**config.mk**
```make
export PLATFORM = sky130hd
export DESIGN_NAME = schal_ram
export DESIGN_NICKNAME = d
export VERILOG_FILES = /design/src/schal_ram.sv
export SDC_FILE = /design/constraint.sdc
export NUM_CORES = 1
export LEC_CHECK = 0
export BUFFER_PORTS_ARGS = -buffer_cell sky130_fd_sc_hd__buf_2
export CORE_UTILIZATION = 32
export CTS_BUF_LIST = sky130_fd_sc_hd__clkbuf_2
export DETAILED_ROUTE_END_ITERATION = 8
export PLACE_DENSITY_LB_ADDON = 0.12
export SYNTH_ARGS = -nofsm -noshare
export SYNTH_HDL_FRONTEND = slang
export SYNTH_SLANG_ARGS = --single-unit
```
**constraint.sdc**
```tcl
create_clock -name clk -period 2.1 [get_ports clk]
set_input_delay 0.105 -clock clk [delete_from_list [all_inputs] [get_ports clk]]
set_output_delay 0.105 -clock clk [all_outputs]
set_load 0.01 [all_outputs]
```
**src/schal_ram.sv**
```systemverilog
// ----------------------------------------------------------------------------
// schal_ram
// Single-port-write, single-read synchronous RAM, registered read.
// ----------------------------------------------------------------------------
module schal_ram #(
    parameter int unsigned WIDTH = 8,
    parameter int unsigned DEPTH = 16
) (
    input  logic                     clk,
    input  logic                     we,
    input  logic [$clog2(DEPTH)-1:0] waddr,
    input  logic [WIDTH-1:0]         wdata,
    input  logic [$clog2(DEPTH)-1:0] raddr,
    output logic [WIDTH-1:0]         rdata
);

    logic [WIDTH-1:0] mem [DEPTH];

    // write port and registered read port
    always_ff @(posedge clk)
    begin
        if (we)
            mem[waddr] <= wdata;
        rdata <= mem[raddr];
    end

endmodule

```
==> summary.txt <==
CTS
  – CTS H-tree lvls: 4
  – CTS tree: built
  – Post-CTS setup buffers: 0
  – CTS sink cnt: 136
  – Clock slew at reported path FFs: 190 ps
  – Cts bufs inserted: 17
  – Max Buffers Root-to-Sink: 2
  – Clk root buf: clkbuf_2
  – Skew-Pair Late Insertion Delay: 680 ps

Floorplan
  – Die Width: 129 um
  – FP Rows: 45
  – Core Box Area: 15400 um^2
  – Starting Density: 33.4%
  – Die height: 129 um
  – Die area: 16600 um^2
  – Io pins: 26

GRT
  – Initial antenna violation count: 1
  – All-Layer GR Usage: 14.6%
  – Largest net degree at the start of global routing: 17
  – Vias in the first global route: 2604
  – GR Overflow Total: 0
  – Global-route wire length before repair: 16.1 mm

Timing
  – RSZ-0062 raised after global routing: no
  – Fin crit share: 85.3%
  – Actual slew at the worst max-slew pin: 462 ps
  – Final setup vio count: 0
  – Fmax: 558 MHz
  – Final min period: 1790 ps
  – Hold slack: 86.6 ps
  – Final Hold Fails: 0
  – Clk_skew: 20.8 ps
  – Total negative setup slack: 0 ps
  – Max-slew violation count: 0
  – Worst slew margin: 69.2%

Flow run
  – Max-Cap Viols: 0

Final layout
  – Fill cell count: 1446
  – Final Non-Filler Cells: 529
  – Design Area, Final: 6060 um^2
  – Layout cells sized above 1: 30.3%
  – Final #Nets: 322
  – Area Overhead vs Synth: 17.7%

Detailed routing
  – Pre-antenna DRT Iters: 4
  – Via count: 2493
  – Final wirelength: 10.8 mm
  – Routed Antenna Nets: 0
  – DR vias/cell: 4.71
  – DRC: 0
  – Routed WL per cell: 20.3 um
  – Iteration-0 DRC count of the detailed router: 240

Pwr
  – Clock network power share: 31.3%
  – Maximum VDD drop: 0.254 mV
  – Pint: 0.00383 W
  – Power after layout: 0.00490 W
  – Sequential share of power: 62.2%
  – Sw frac: 21.8%
  – Switching pwr: 0.00107 W
  – Combinational Power Share: 6.5%
  – Pwr Density: 809 nW/um^2
  – Leakage: 2.05 nW

Synthesis
  – Top-area cell type share of the netlist area: 74.7%
  – Synth Area per Inst: 22.5 um^2
  – Syn nets: 247
  – Synth warn: 0
  – Sequential fraction of the synthesis area: 77.8%
  – Synth cell types: 19
  – Cell taking the most area after synthesis: edfxtp_1
  – Seq cells post-synth: 136
  – Synthesized cell area: 5150 um^2
  – Ranking of synthesized cells by area: edfxtp_1, mux4_2, mux4_1
  – Syn Inst Count: 229

Critical path
  – Flop2flop setup slack: 730 ps
  – Critical Path Max Stage Delay: 570 ps
  – CP Class: in2reg
  – Top delay family on crit path: buffers and inverters
  – WP data required: 2490 ps
  – Reg2Reg Launch Point: mem[1][1]$_DFFE_PP_
  – Crit path max fanout: 8
  – CP bufs+invs: 4
  – Path depth of the worst reg2reg path: 3
  – Cell mode on critical path: dlygate4sd3_1
  – Critical path launch point type: input port
  – RR Endpoint: rdata[1]$_DFF_P_
  – Crit. End Element: flop
  – Critical path's slowest cell: dlygate4sd3_1
  – Worst-path cell chain: dlygate4sd3_1, buf_2, or3b_2, nor3_1, dlygate4sd3_1, buf_4
  – Arrival time of the worst setup path: 2180 ps

Place
  – Area after DPL: 5660 um^2
  – HPWL Detailed: 6.93 mm
  – I/O Buffers: 25
  – Post-Place Cells: 479
  – GPL Wtd Cong: 0.677

Worst hold path
  – Hold EP: mem[15][1]$_DFFE_PP_
  – Hold path depth: 4
  – Hold path startpoint: we
  – HP Class: in2reg

Outcome
  – Status: finished clean
-- per-layer routing --
layer  part of all wire, %  GRT usage, %
met1                    45          18.9
met2                    49          22.7
met3                   4.7          3.91
met4                   2.0          7.27
met5                     0             0
-- layout make-up --
class	count	area [um^2]	area share (%)
sequential	136	4000	66.1
multi-input combinational	83	1060	17.4
clock buffer	20	100	1.65
antenna	1	2.50	0.0413
timing repair buffer	66	500	8.26
clock inverter	12	133	2.19
tap	211	264	4.36
-- power groups by stage --
stage | registers [W] | clock network (W) | logic [W]
global placement | 0.00311 | 0 | 0.000307
floorplan | 0.00311 | 0 | 0.000154
global route | 0.00306 | 0.00170 | 0.000352
finish | 0.00305 | 0.00153 | 0.000321
CTS | 0.00305 | 0.00160 | 0.000332
detailed placement | 0.00311 | 0 | 0.000308
-- cell usage in the layout (no fill, tap or decap) --
cell type	count
clkinv_2	4
nand2_1	9
clkinvlp_4	1
edfxtp_1	128
and2b_1	1
nand3_1	1
buf_12	2
clkbuf_2	20
nor2b_1	1
bufinv_16	3
nor3_1	4
and2_1	1
nor2_1	13
buf_4	22
or3b_2	1
dlygate4sd3_1	17
buf_2	25
mux4_1	14
dfxtp_1	8
nand2b_1	2
nand3b_1	2
clkinv_1	4
diode_2	1
a22oi_1	16
mux4_2	18
-- per-stage QoR --
stage | setup WS, ps | util [%]
4_1_cts | 411 | 39.3
3_3_place_gp | 353 | 36.7
3_5_place_dp | 364 | 36.7
5_1_grt | 338 | 39.3
6_report | 308 | 39.3
2_1_floorplan | 502 | -
-- flip-flops by register name, indices dropped and copies added (netlist names) --
signal	count
mem	128
rdata	8
-- synthesized netlist by cell type (all sizes together) --
| master | instances |
|---|---|
| edfxtp | 128 |
| mux4 | 32 |
| a22oi | 16 |
| nor2 | 13 |
| nand2 | 9 |
| dfxtp | 8 |
| buf | 7 |
| nor3 | 4 |
| clkdlybuf4s25 | 3 |
| nand2b | 2 |
| nand3b | 2 |
| and2 | 1 |
| and2b | 1 |
| nand3 | 1 |
| nor2b | 1 |
| or3b | 1 |
-- worst register-to-register path, delay by kind of cell, from the launching register on --
family           cells  cell delay [ps]
AO/OA/AOI/OAI        1              290
flip-flops           1              390
AND/OR/NAND/NOR      1               90
multiplexers         1              510
-- repair_timing --
item | 4_1_cts | 5_1_grt
endpoints found under the hold margin | 198 | 0
hold buffers | 17 | 0
gates resized for setup | 0 | 0
setup endpoints to repair | 0 | 0
-- logic make-up (layout without fill, tap and decap cells) --
family / Yosys count / count (layout) / share of synthesized area, %
compound gates: 16 / 16 / 2.33
buf+inv: 10 / 98 / 1.68
flops: 136 / 136 / 77.8
mux: 32 / 32 / 15.0
other cells: 0 / 1 / 0
simple gates: 35 / 35 / 3.18
-- worst max path at each step --
stage | from | to | slack [ps] | depth (start not counted)
after detailed placement | raddr[0] | rdata[3]$_DFF_P_ | 360 | 5
after global placement | raddr[0] | rdata[7]$_DFF_P_ | 350 | 5
after floorplan | waddr[2] | mem[0][0]$_DFFE_PP_ | 500 | 2
final | waddr[2] | mem[0][7]$_DFFE_PP_ | 310 | 6
after CTS | waddr[2] | mem[0][4]$_DFFE_PP_ | 410 | 6
after global routing | waddr[2] | mem[0][4]$_DFFE_PP_ | 340 | 6
Note: power is estimated with default switching activity, not from simulation.
